### src/rtl/wgm_pkg.sv
// wgm_pkg: shared types, command codes and code-unit helpers for the
// wildcard glob matcher. No dependencies; used by wgm_cell and the top level.
`default_nettype none

package wgm_pkg;

    localparam int MAX_PATTERN_DEF = 32;
    localparam int UNIT_W          = 16;

    localparam logic [UNIT_W-1:0] UNIT_STAR     = 16'h002A;
    localparam logic [UNIT_W-1:0] UNIT_QUESTION = 16'h003F;
    localparam logic [UNIT_W-1:0] UNIT_UPPER_A  = 16'h0041;
    localparam logic [UNIT_W-1:0] UNIT_UPPER_Z  = 16'h005A;
    localparam logic [UNIT_W-1:0] CASE_OFFSET   = 16'h0020;

    typedef enum logic [1:0] {
        CMD_CLEAR  = 2'd0,
        CMD_APPEND = 2'd1,
        CMD_TEXT   = 2'd2,
        CMD_END    = 2'd3
    } cmd_t;

    // Per-cell control driven by the top level each cycle.
    typedef struct packed {
        logic in_use;   // position lies inside the stored pattern
        logic at_tail;  // position equals the pattern length
        logic write;    // load this cell with the appended unit
        logic rearm;    // reset the active set to the start position
        logic step;     // advance the active set by one text unit
    } cell_ctl_t;

    // Fold ASCII upper case to lower case; leave every other unit alone.
    function automatic logic [UNIT_W-1:0] fold_unit(input logic [UNIT_W-1:0] u);
        logic [UNIT_W-1:0] r;
        r = u;
        if ((u >= UNIT_UPPER_A) && (u <= UNIT_UPPER_Z))
        begin
            r = u + CASE_OFFSET;
        end
        return r;
    endfunction

endpackage

`default_nettype wire

### src/rtl/wildcard_glob_matcher.sv
// wildcard_glob_matcher: top level of the streaming glob matcher.
// Instantiates a row of wgm_cell positions; depends on wgm_pkg.
//
// Usage:
//   Command channel (cmd_valid/cmd_ready, command, code_unit) takes one word
//   per cycle: clear pattern, append pattern unit, text unit, end of text.
//   '*' matches any run (also empty), '?' one unit, other units compare
//   after folding ASCII A-Z to lower case. Units past MAX_PATTERN are
//   dropped and flagged in pattern_overflow until the next clear.
//   Result channel (res_valid/res_ready, matched, pattern_overflow) carries
//   one word per end-of-text command, in the cycle after it is accepted.
//   Throughput is one command word per cycle. Each text unit updates every
//   position at once; the star closure ripples along the cell row in the
//   same cycle, so the row length sets the critical path.
//   The result register frees as it is read: while a result waits and
//   res_ready is low, cmd_ready drops; otherwise commands keep flowing.
//   Clear, append and end of text rearm the matcher to the start position.
//   Reset: pattern empty, overflow clear, only the start position active,
//   no result pending. Pattern storage itself is not reset.
`default_nettype none

module wildcard_glob_matcher #(
    parameter int MAX_PATTERN = wgm_pkg::MAX_PATTERN_DEF
) (
    input  wire                        clk,
    input  wire                        rst_n,
    input  wire                        cmd_valid,
    output logic                       cmd_ready,
    input  wire [1:0]                  command,
    input  wire [wgm_pkg::UNIT_W-1:0]  code_unit,
    output logic                       res_valid,
    input  wire                        res_ready,
    output logic                       matched,
    output logic                       pattern_overflow
);
    import wgm_pkg::*;

    localparam int LEN_W = $clog2(MAX_PATTERN + 1);

    cmd_t              cmd;
    logic              accept;
    logic              is_clear;
    logic              is_append;
    logic              is_text;
    logic              is_end;
    logic              full;
    logic              rearm;
    logic [UNIT_W-1:0] folded_unit;

    logic [LEN_W-1:0]  length_reg;
    logic [LEN_W-1:0]  length_next;
    logic              overflow_reg;
    logic              overflow_next;
    logic              end_active_reg;
    logic              end_active_next;
    logic              res_valid_reg;
    logic              res_valid_next;
    logic              matched_reg;
    logic              pattern_overflow_reg;

    logic [MAX_PATTERN:0]   chain;
    logic [MAX_PATTERN:0]   match;
    logic [MAX_PATTERN-1:0] cell_hit;
    logic                   end_hit;
    logic                   hit;

    // Decode the accepted word.
    assign cmd         = cmd_t'(command);
    assign accept      = cmd_valid & cmd_ready;
    assign is_clear    = accept & (cmd == CMD_CLEAR);
    assign is_append   = accept & (cmd == CMD_APPEND);
    assign is_text     = accept & (cmd == CMD_TEXT);
    assign is_end      = accept & (cmd == CMD_END);
    assign rearm       = is_clear | is_append | is_end;
    assign full        = (length_reg == LEN_W'(MAX_PATTERN));
    assign folded_unit = fold_unit(code_unit);

    // Hold off new words only while a result is stuck in the output register.
    assign cmd_ready = ~res_valid_reg | res_ready;

    assign chain[0] = 1'b0;
    assign match[0] = 1'b0;

    // The cell row: position i hands its star closure and its match to i+1.
    for (genvar i = 0; i < MAX_PATTERN; i++)
    begin : g_cell
        cell_ctl_t ctl;

        always_comb
        begin
            ctl.in_use  = (LEN_W'(i) < length_reg);
            ctl.at_tail = (LEN_W'(i) == length_reg);
            ctl.write   = is_append & ~full & (LEN_W'(i) == length_reg);
            ctl.rearm   = rearm;
            ctl.step    = is_text;
        end

        wgm_cell #(
            .HOME (i == 0)
        ) u_cell (
            .clk       (clk),
            .rst_n     (rst_n),
            .ctl       (ctl),
            .wr_unit   (folded_unit),
            .text_unit (folded_unit),
            .chain_in  (chain[i]),
            .match_in  (match[i]),
            .chain_out (chain[i+1]),
            .match_out (match[i+1]),
            .hit       (cell_hit[i])
        );
    end

    // Final position past the last pattern slot: reached only by a full pattern.
    assign end_hit = (end_active_reg | chain[MAX_PATTERN]) & full;
    assign hit     = (|cell_hit) | end_hit;

    always_comb
    begin
        length_next     = length_reg;
        overflow_next   = overflow_reg;
        end_active_next = end_active_reg;
        res_valid_next  = res_valid_reg;

        priority if (is_clear)
        begin
            length_next   = '0;
            overflow_next = 1'b0;
        end
        else if (is_append)
        begin
            if (full)
            begin
                overflow_next = 1'b1;
            end
            else
            begin
                length_next = length_reg + LEN_W'(1);
            end
        end
        else
        begin
            length_next = length_reg;
        end

        priority if (rearm)
        begin
            end_active_next = 1'b0;
        end
        else if (is_text)
        begin
            end_active_next = match[MAX_PATTERN];
        end
        else
        begin
            end_active_next = end_active_reg;
        end

        // Load on end of text, drop once the receiver takes it.
        priority if (is_end)
        begin
            res_valid_next = 1'b1;
        end
        else if (res_ready)
        begin
            res_valid_next = 1'b0;
        end
        else
        begin
            res_valid_next = res_valid_reg;
        end
    end

    always_ff @(posedge clk or negedge rst_n)
    begin
        if (!rst_n)
        begin
            length_reg     <= '0;
            overflow_reg   <= 1'b0;
            end_active_reg <= 1'b0;
            res_valid_reg  <= 1'b0;
        end
        else
        begin
            length_reg     <= length_next;
            overflow_reg   <= overflow_next;
            end_active_reg <= end_active_next;
            res_valid_reg  <= res_valid_next;
        end
    end

    // Result payload: capture the verdict and the flag as the end word lands.
    always_ff @(posedge clk)
    begin
        if (is_end)
        begin
            matched_reg          <= hit;
            pattern_overflow_reg <= overflow_reg;
        end
    end

    assign res_valid        = res_valid_reg;
    assign matched          = matched_reg;
    assign pattern_overflow = pattern_overflow_reg;

    a_length_bound : assert property (@(posedge clk) disable iff (!rst_n)
        length_reg <= LEN_W'(MAX_PATTERN))
        else $error("pattern length past capacity");

    a_end_loads_result : assert property (@(posedge clk) disable iff (!rst_n)
        is_end |=> res_valid_reg)
        else $error("end of text did not load a result");

    a_overflow_on_full : assert property (@(posedge clk) disable iff (!rst_n)
        (is_append && full) |=> (overflow_reg && $stable(length_reg)))
        else $error("append to full pattern not flagged");

    a_rearm_clears_end : assert property (@(posedge clk) disable iff (!rst_n)
        rearm |=> !end_active_reg)
        else $error("final position survived a rearm");

    a_no_accept_when_stuck : assert property (@(posedge clk) disable iff (!rst_n)
        (res_valid_reg && !res_ready) |-> !accept)
        else $error("word accepted over a pending result");

endmodule

`default_nettype wire

### src/rtl/wgm_cell.sv
// wgm_cell: one pattern position of the matcher chain. Holds the folded
// pattern unit and the active bit. Depends on wgm_pkg.
`default_nettype none

module wgm_cell #(
    parameter bit HOME = 1'b0
) (
    input  wire                        clk,
    input  wire                        rst_n,
    input  wgm_pkg::cell_ctl_t         ctl,
    input  wire [wgm_pkg::UNIT_W-1:0]  wr_unit,
    input  wire [wgm_pkg::UNIT_W-1:0]  text_unit,
    input  wire                        chain_in,
    input  wire                        match_in,
    output logic                       chain_out,
    output logic                       match_out,
    output logic                       hit
);
    import wgm_pkg::*;

    logic [UNIT_W-1:0] unit_reg;
    logic              star_reg;
    logic              any_reg;
    logic              active_reg;
    logic              active_next;
    logic              closed;

    // Payload: folded unit plus decoded wildcard flags.
    always_ff @(posedge clk)
    begin
        if (ctl.write)
        begin
            unit_reg <= wr_unit;
            star_reg <= (wr_unit == UNIT_STAR);
            any_reg  <= (wr_unit == UNIT_QUESTION);
        end
    end

    // Active position, closed over any star run reaching in from the left.
    assign closed    = active_reg | chain_in;
    assign chain_out = closed & ctl.in_use & star_reg;
    assign match_out = closed & ctl.in_use & ~star_reg
                     & (any_reg | (unit_reg == text_unit));
    assign hit       = closed & ctl.at_tail;

    always_comb
    begin
        active_next = active_reg;
        priority if (ctl.rearm)
        begin
            active_next = HOME;
        end
        else if (ctl.step)
        begin
            // A star keeps itself alive; a matching left neighbor advances here.
            active_next = chain_out | match_in;
        end
        else
        begin
            active_next = active_reg;
        end
    end

    always_ff @(posedge clk or negedge rst_n)
    begin
        if (!rst_n)
        begin
            active_reg <= HOME;
        end
        else
        begin
            active_reg <= active_next;
        end
    end

endmodule

`default_nettype wire
### config.mk
export PLATFORM = sky130hd
export DESIGN_NAME = wildcard_glob_matcher
export DESIGN_NICKNAME = d
export VERILOG_FILES = /design/src/rtl/wgm_pkg.sv /design/src/rtl/wildcard_glob_matcher.sv /design/src/rtl/wgm_cell.sv
export SDC_FILE = /design/constraint.sdc
export NUM_CORES = 1
export LEC_CHECK = 0
export ABC_AREA = 0
export BUFFER_PORTS_ARGS = -buffer_cell sky130_fd_sc_hd__buf_2
export CELL_PAD_IN_SITES_DETAIL_PLACEMENT = 1
export CELL_PAD_IN_SITES_GLOBAL_PLACEMENT = 1
export CORE_MARGIN = 4
export CORE_UTILIZATION = 30
export DETAILED_ROUTE_END_ITERATION = 6
export HOLD_SLACK_MARGIN = 0.05
export PLACE_DENSITY = 0.51
export SYNTH_ARGS = -nofsm -noshare
export SYNTH_HDL_FRONTEND = slang
export SYNTH_SLANG_ARGS = --single-unit
### constraint.sdc
create_clock -name clk -period 4.15 [get_ports clk]
set_input_delay 0.2075 -clock clk [delete_from_list [all_inputs] [get_ports clk]]
set_output_delay 0.2075 -clock clk [all_outputs]
set_load 0.1 [all_outputs]
======== After elaboration in Yosys (flattened, before gate mapping) ========
Cells that the tools add are included.
operators by class
  add/subtract/negate cells ............... 2
  reductions and logical operators ........ 10
  eq/ne operators ......................... 70
  $lt $le $gt $ge ......................... 34
  mux-type cells .......................... 75
  bitwise logic cells ..................... 332
operators by type and width
  operator                                                                              count
  16-bit equality test                                                                  32
  1-bit bitwise AND                                                                     199
  1-bit OR                                                                              99
  5-bit by 6-bit equality test with 1-bit output, first input constant                  16
  5-bit by 6-bit less-than comparator with 1-bit output, first input constant           16
  1-bit 2-to-1 mux                                                                      71
  4-bit by 6-bit equality test with 1-bit output, first input constant                  8
  4-bit by 6-bit less-than comparator with 1-bit output, first input constant           8
  1-bit inverter                                                                        34
  16-bit by 6-bit equality test with 1-bit output, second input constant                2
  32-bit OR reduction                                                                   1
  3-bit by 6-bit equality test with 1-bit output, first input constant                  4
  3-bit by 6-bit less-than comparator with 1-bit output, first input constant           4
  6-bit 2-to-1 mux                                                                      3
  16-bit by 6-bit adder with 16-bit output, second input constant                       1
  16-bit by 7-bit greater-or-equal comparator with 1-bit output, second input constant  1
  16-bit by 7-bit less-or-equal comparator with 1-bit output, second input constant     1
  16-bit 2-to-1 mux                                                                     1
  2-bit by 6-bit equality test with 1-bit output, first input constant                  2
  1-bit by 6-bit less-than comparator with 1-bit output, first input constant           2
  2-bit by 6-bit less-than comparator with 1-bit output, first input constant           2
  2-bit nonzero test                                                                    4
  6-bit by 1-bit adder with 6-bit output, second input constant                         1
  1-bit by 6-bit equality test with 1-bit output, first input constant                  1
  other kinds (8)                                                                       10
storage, ports and cells
  input port bits ......................... 22
  bits in registers ....................... 619
  word-level logic and storage cells ...... 657
  output and inout bits ................... 4

======== Logic depth before layout (Yosys ltp) ========
Gate-level depths: netlist of the first run.
  depth after elaboration ................. 99
  gate-level depth with buffers ........... 14
  gate-level depth less buffers ........... 12

======== Hierarchy ========
From an unflattened synthesis of the first run, not the netlist that was laid out.
unflattened totals
  cells, all modules ...................... 1997
  area, all modules ....................... 28882.7 µm²
modules (own cells, without submodules)
  module                            sequential area each (µm²)  times used  area an instance (µm²)  cells an instance
  wgm_cell (g_cell[10].u_cell ...)  565.5                       31          854.6                   55
  wildcard_glob_matcher             285.3                       1           1531.5                  237
  wgm_cell (g_cell[0].u_cell)       566.8                       1           859.6                   55

======== Worst setup path before layout of the first run ========
No wires, ideal clock.
  kind .................................... register to register
  from .................................... reg res_valid_reg, in the netlist res_valid
  to ...................................... reg g_cell[23].u_cell.any_reg, enable pin
  data required time ...................... 3.711 ns
  data arrival time ....................... 4.226 ns
  library setup time ...................... 0.439 ns
  stages on the path, launching flop included .. 6
  clock period less this slack ............ 4.665 ns
  path buffers ............................ 0
  slack ................................... -0.515 ns
  path through ............................ dfrtp_1 > nand2b_1 > nand2_1 > nor2_1 > nand3_1 > nor4_1
RTL lines
  item                    line                          text
  start, declared         wildcard_glob_matcher.sv:56   logic res_valid_reg;
  start signal, assigned  wildcard_glob_matcher.sv:188  res_valid_reg <= res_valid_next;
  end signal, assigned    wgm_cell.sv:35                any_reg <= (wr_unit == UNIT_QUESTION);
  end, declared           wgm_cell.sv:23                logic any_reg;

======== Final worst setup path of the first run ========
  from .................................... reg length_reg[4]
  to ...................................... reg g_cell[27].u_cell.active_reg
on the way
  longest elaborated chain between the ends .. 87
  elaborated cells between the ends (all ways) .. 116
  those cells by class .................... order compare (28); mux (2); bitwise (86)
ends and longest elaborated chain
  item                                                   line                            text
  start, declared                                        wildcard_glob_matcher.sv:50     logic [LEN_W-1:0] length_reg;
  start signal, assigned                                 wildcard_glob_matcher.sv:185    length_reg <= length_next;
  1-bit by 6-bit less-than comparator with 1-bit output  wildcard_glob_matcher.sv:91     ctl.in_use = (LEN_W'(i) < length_reg);
  1-bit bitwise AND (2 in series)                        wgm_cell.sv:41                  assign chain_out = closed & ctl.in_use & star_reg;
  1-bit OR                                               wgm_cell.sv:40                  assign closed = active_reg | chain_in;
  1-bit bitwise AND (2 in series)                        wgm_cell.sv:41
  1-bit OR                                               wgm_cell.sv:40
  1-bit bitwise AND (2 in series)                        wgm_cell.sv:41
  1-bit OR                                               wgm_cell.sv:40
  1-bit bitwise AND (2 in series)                        wgm_cell.sv:41
  [... 66 more ...]                                      n/a
  1-bit OR                                               wgm_cell.sv:40
  1-bit bitwise AND                                      wgm_cell.sv:41, wgm_cell.sv:42
  1-bit bitwise AND                                      wgm_cell.sv:41
  1-bit OR                                               wgm_cell.sv:40
  1-bit bitwise AND (2 in series)                        wgm_cell.sv:41
  1-bit OR (*)                                           wgm_cell.sv:56                  active_next = chain_out | match_in;
  1-bit 2-to-1 mux (*)                                   wgm_cell.sv:53                  else if (ctl.step)
  1-bit 2-to-1 mux (*)                                   wgm_cell.sv:49                  priority if (ctl.rearm)
  end signal, assigned                                   wgm_cell.sv:72                  active_reg <= active_next;
  end, declared                                          wgm_cell.sv:24                  logic active_reg;
Mark *: on every way between the ends. The rest lies on a longest branch, timed or not. The select of a mux whose other input is x is not followed.
A chain may end at the register's enable or synchronous reset.

==> results of run 1 <==
## worst max-delay path by stage
stage	start	end	cells past startpoint
finish	length_reg[4]	g_cell[27].u_cell.active_reg	10
global route	length_reg[4]	matched	11
CTS	length_reg[4]	matched	11
detailed placement	length_reg[4]	matched	11
global placement	length_reg[4]	matched	11
floorplan	res_valid	g_cell[23].u_cell.any_reg	5
## metrics by stage
step	std cells	TNS (ns)	hold WS [ns]	total power, mW	cell area, sq um
floorplan	1941	-18.55	-0.0881	7.62	27500
global placement	3131	0	0.377	8.05	29500
detailed placement	3131	0	0.380	8.08	29500
CTS	3266	0	0.0856	14.2	31800
global route	3266	-0.00312	0.138	14.6	31800
finish	3267	0	0.128	14.0	31800
## worst max-delay path: stages, from the launching register on
cell,delay [ns]
dfrtp_1,0.61
or3_1,0.49
o21ai_0,0.17
a21oi_1,0.47
a21oi_2,0.25
o21ai_1,0.51
a31oi_4,0.22
o41ai_1,0.60
or2_1,0.23
a21oi_1,0.08
o221ai_1,0.17
## logic make-up (layout without fill, tap and decap cells)
family,after synthesis,after routing
AOI/OAI and AO/OA,240,240
and+or+nand+nor,437,437
other,0,1
DFF,619,619
xor gates and xnor gates,513,513
adders and majority gates,4,4
buffers and inverters,128,277
## where the power goes
part | switching (mW) | leakage [nW] | internal (mW) | total [mW]
clock network | 2.49 | 1.11 | 3.56 | 6.05
registers | 0.0207 | 5.78 | 6.86 | 6.88
logic | 0.721 | 3.35 | 0.338 | 1.06
total | 3.23 | 10.2 | 10.8 | 14.0
## Yosys cell counts (5+ instances only)
master    number  area share [%]
nand4_1       74             1.7
a221o_1        5            0.18
nor2b_1        9            0.21
o41ai_1        6            0.19
nor2_1        83             1.1
and3_1         7            0.16
nand3_1       21            0.38
inv_1         21            0.29
xnor2_1      251             8.0
a31oi_1       16            0.36
o21ai_0       60             1.1
nand2b_1       6            0.14
a41oi_1       16            0.51
o31ai_1        5            0.14
a211o_1        7            0.22
a22oi_1        6            0.16
a21o_1         6            0.16
edfxtp_1     578              63
nor3_1        27            0.49
clkbuf_1      58            0.79
nor4_1        89             2.0
a21oi_1       39            0.71
nand2_1       83             1.1
buf_1         23            0.31
and2_1         7            0.16
buf_2         16            0.29
a32o_1         5            0.18
or3_1          6            0.14
buf_4          6            0.16
dfrtp_1       40             3.6
xor2_1       262             8.4
## cell type report
cell class                 count  area (sq um)  area share [%]
multi-input combinational   1194          8580            26.9
clock inverter                30           272           0.853
antenna                        1          2.50         0.00786
inverter                      22          82.6           0.259
sequential                   619         18400            57.7
timing repair buffer         126          1060            3.32
clock buffer                  99          1990            6.26
tap                         1176          1470            4.62
## layer usage
| metal | global-route usage [%] | vias up |
|---|---|---|
| li1 | - | 7413 |
| met1 | 21.7 | 8619 |
| met2 | 26.0 | 261 |
| met3 | 2.35 | 92 |
| met4 | 4.22 | 0 |
| met5 | 0 | - |
## what timing repair did
| item | in CTS | in global routing |
|---|---|---|
| setup endpoints to repair | 0 | 1 |
| resized for setup | 0 | 1 |
| hold endpoints to repair | 53 | 0 |
| buffers inserted | 0 | 0 |
| hold buffers | 6 | 0 |
==> metrics.yaml, run 1 <==
clock_path_buffers: 3
cts_buffers: 71
grt.total_usage_pct: 15.7
initialDrtViolationCount: 1167
dp_hpwl_um: 48100
die-area_sq_mm: 0.0964
largest_reg_flops: 512
finalCriticalPeriod_ns: 3.92
startpoint_type: "flop"
layout_commonest_cell: "edfxtp_1"
area_growth_pct: 16.0
cts.reportedPaths.clkPinSlew_ns: 0.06
synth_async_sr_flop_share_pct: 6.62
synth_area_sq_mm: 0.0275
drc_errors: 0
min_to: "pattern_overflow"
synth-adder-area-share_pct: 0.182
worstPathArrival_ns: 4.41
routed_wl_um: 76800
synth_compound_area_share_pct: 6.10
finalWeightedCongestion: 0.905
cts_root_buf: "clkbuf_16"
setup-violations-final: 0
min_path_cells: 3
nets: 2060
avgSynthCellArea_sq_um: 14.1
hold_path.class: "primary input to flop"
status: "complete, no violations"
pin_count: 26
fill_cells: 9341
timing.fmax_ghz: 0.255
overflow: 0
grt_start_max_net_pins: 66
synth_cell_types: 81
met1_length_um: 36000
r2r_setup_slack_ns: 0.23
initial_utilization_pct: 30.4
drv_cap: 0
worst_slack_ns: 0.235
postRouteAntennaNets: 0
port_buffers: 25
synth_xor_area_share_pct: 16.4
cts_tree: "built"
slew_violations: 0
min_from: "command[0]"
r2r-end: "g_cell[27].u_cell.active_reg"
ys_ff_latch: 619
die_w_um: 311
clock-sinks: 619
layout_common_cells: "edfxtp_1, xor2_1, xnor2_1"
pre_cts_ws_ns: 0.282
power_density_mw_per_mm2: 440
core-area_sq_mm: 0.0904
final_util_pct: 35.2
grt_pass1_vias: 17792
synth_cells: 1941
antenna_found_initial: 1
hold_viol: 0
clock_latency_ns: 0.61
drive_gt1_share_pct: 11.5
yosys.area_share.simple_pct: 8.41
vias_per_cell: 5.02
top_layer: "met4"
synth_nets: 1967
vdd_drop_max_mv: 0.219
cp_data_required_time_ns: 4.64
wl_met2_um: 36800
synthMuxAreaShare_pct: 0
worst_pin_slew_ns: 0.942
vias: 16385
row_count: 110
cp_max_fo: 14
die_y_um: 311
period_share_pct: 94.3
wire_per_inst_um: 23.5
r2r-start: "length_reg[4]"
synth_top_family_by_area: "XOR/XNOR gates"
dominantRegCellSynth: "edfxtp_1"
relSlewSlack_pct: 36.4
dr_wl_met3_um: 2460
htree_levels: 3
ys_warn_count: 0
r2r.worst_path.cells: 10
p_leak_nw: 10.2
synth_seq_area_share_pct: 67.0
synth-edff-count: 578
grt_pass1_wl_um: 116000
worstSetupPathType: "flop to flop"
firstDrtPassIters: 4
cp-end-kind: "flop"
worst_clock_skew_ns: 0.0247
No activity file was read; power rests on OpenSTA's default activity.
==> run 2, diff against run 1 <==
--- a/config.mk
+++ b/config.mk
@@ -9,7 +9,6 @@
 export BUFFER_PORTS_ARGS = -buffer_cell sky130_fd_sc_hd__buf_2
 export CELL_PAD_IN_SITES_DETAIL_PLACEMENT = 1
 export CELL_PAD_IN_SITES_GLOBAL_PLACEMENT = 1
-export CORE_MARGIN = 4
 export CORE_UTILIZATION = 30
 export DETAILED_ROUTE_END_ITERATION = 6
 export HOLD_SLACK_MARGIN = 0.05
==> run 2 against run 1 <==
  * First-iteration DRC count is 18% lower
  * Critical path type unchanged
  * Power is 1.0% higher
  * Final area is 0.48% higher
  * Largest power group unchanged
  * Highest routed layer unchanged
  * Hold slack worse by 0.020 ns
  * Largest cell class unchanged
==> metrics.yaml, run 2 (synthesis results as in run 1) <==
cp-end-kind: "flop"
clkPwrFrac_pct: 43.8
vdd_drop_max_mv: 0.245
multiInputGateArea_sq_mm: 0.00858
design_area_sq_mm: 0.0320
r2r-end: "matched"
startpoint_type: "flop"
placed_area_sq_mm: 0.0296
hold_path.class: "primary input to flop"
drc_errors: 0
antenna_cells: 0
vias_per_cell: 4.96
initial_utilization_pct: 30.4
area_growth_pct: 16.5
drv_cap: 0
max_stage_delay_ns: 0.60
cts_setup_buffers: 0
clock-sinks: 619
cp_max_fo: 11
timing.fmax_ghz: 0.262
min_from: "command[0]"
cp_slowest_cell: "or3_1"
period_share_pct: 92.1
overflow: 0
r2r-start: "length_reg[4]"
p_sw_mw: 3.21
min_path_cells: 3
crit_chain: "or3_1 -> a31oi_1 -> o21ai_0 -> a21oi_4 -> o31ai_1 -> o41ai_1 -> o22ai_1 -> nor3_1 -> nand3_1 -> a211o_1"
p_leak_nw: 10.3
grt_start_max_net_pins: 66
initialDrtViolationCount: 955
drive_gt1_share_pct: 12.2
finalCriticalPeriod_ns: 3.82
finalWeightedCongestion: 0.892
firstDrtPassIters: 5
worst_slack_ns: 0.329
rsz0062_at_grt: "no"
die_y_um: 305
grt_pass1_vias: 17524
combPwrFrac_pct: 7.5
r2r.worst_path.cells: 10
layout_common_cells: "edfxtp_1, xor2_1, xnor2_1"
routed_wl_um: 77100
antenna_found_initial: 0
seq_power_share_pct: 48.7
cts_root_buf: "clkbuf_16"
cts_tree: "built"
layout_commonest_cell: "edfxtp_1"
power_density_mw_per_mm2: 442
die-area_sq_mm: 0.0927
switching_share_pct: 22.7
worst_pin_slew_ns: 1.02
dp_hpwl_um: 49200
setup-violations-final: 0
wire_per_inst_um: 23.5
cp_data_required_time_ns: 4.49
die_w_um: 305
clock_path_buffers: 3
status: "complete, no violations"
grt_pass1_wl_um: 117000
worst_clock_skew_ns: 0.0163
core-area_sq_mm: 0.0903
hold_viol: 0
row_count: 110
fill_cells: 9364
cts_buffers: 72
largest_reg_flops: 512
postRouteAntennaNets: 0
vias: 16250
cts.reportedPaths.clkPinSlew_ns: 0.06
nets: 2075
pin_count: 26
pre_cts_ws_ns: 0.269
port_buffers: 25
relSlewSlack_pct: 30.8
worstSetupPathType: "flop to flop"
min_to: "pattern_overflow"
grt.total_usage_pct: 16.8
seq_area_sq_mm: 0.0184
worstPathArrival_ns: 4.16
p_int_mw: 10.9
r2r_setup_slack_ns: 0.33
htree_levels: 3
slew_violations: 0
clock_latency_ns: 0.60
[run 2: cell types whose count changed in the layout (fill, tap and decap cells not counted), sizes merged]
cell	before	now
bufinv	3	6
clkinv	27	19
dlygate4sd3	6	7
diode	1	0
inv	22	23
clkinvlp	0	3
buf	120	133
[run 2: power by group through the flow]
stage / registers (mW) / logic (mW) / clock network (mW)
floorplan: 7.02 / 0.599 / 0
global placement: 7.01 / 1.05 / 0
detailed placement: 7.01 / 1.07 / 0
CTS: 6.88 / 1.08 / 6.41
global route: 6.88 / 1.15 / 6.62
finish: 6.88 / 1.06 / 6.19
[run 2: per-stage QoR]
step                      util [%]  setup TNS, ns  cells  power, mW  hold WS, ns
final                         35.4              0   3279       14.1        0.108
after global routing          35.4              0   3279       14.7        0.137
after CTS                     35.4              0   3279       14.4       0.0803
after detailed placement      32.8              0   3144       8.08        0.386
after global placement        32.8              0   3144       8.06        0.381
after floorplan                  -         -18.55   1941       7.62      -0.0881
[run 2: metal layers]
layer  track usage (%)  part of all wire [%]  up-vias  wire length (um)
met5                 0                     0        -                 0
met2              28.0                    48      254             37000
li1                  -                     -     7434                 -
met1              22.8                    47     8462             36000
met4              4.99                   2.2        0              1690
met3              2.21                   3.2      100              2440
[run 2: worst max-delay path, delay by kind of cell, from the launching register on]
kind / cells / cell delay [ns]
flip-flops: 1 / 0.51
AND/OR/NAND/NOR: 3 / 1.12
AO/OA/AOI/OAI: 7 / 1.93
[run 2: cell type report]
cell class / instances / area share, %
clock buffers: 99 / 6.21
inverters: 22 / 0.258
repair buffers: 140 / 3.68
multi-input cells: 1194 / 26.8
well taps: 1176 / 4.60
clock inverters: 29 / 0.986
flip-flops and latches: 619 / 57.5
[run 2: worst max path at each step]
stage	start	end	slack (ns)	cells after the start
6_report	length_reg[4]	matched	0.33	10
5_1_grt	length_reg[1]	matched	0.04	12
4_1_cts	length_reg[4]	matched	0.25	10
3_5_place_dp	length_reg[4]	matched	0.27	10
3_3_place_gp	length_reg[4]	matched	0.31	10
2_1_floorplan	res_valid	g_cell[23].u_cell.any_reg	-0.52	5
[run 2: timing repair]
| item | in CTS | in global routing |
|---|---|---|
| endpoints found under the setup margin | 0 | 1 |
| hold endpoints to repair | 48 | 0 |
| gates resized for setup | 0 | 3 |
| hold buffers | 7 | 0 |
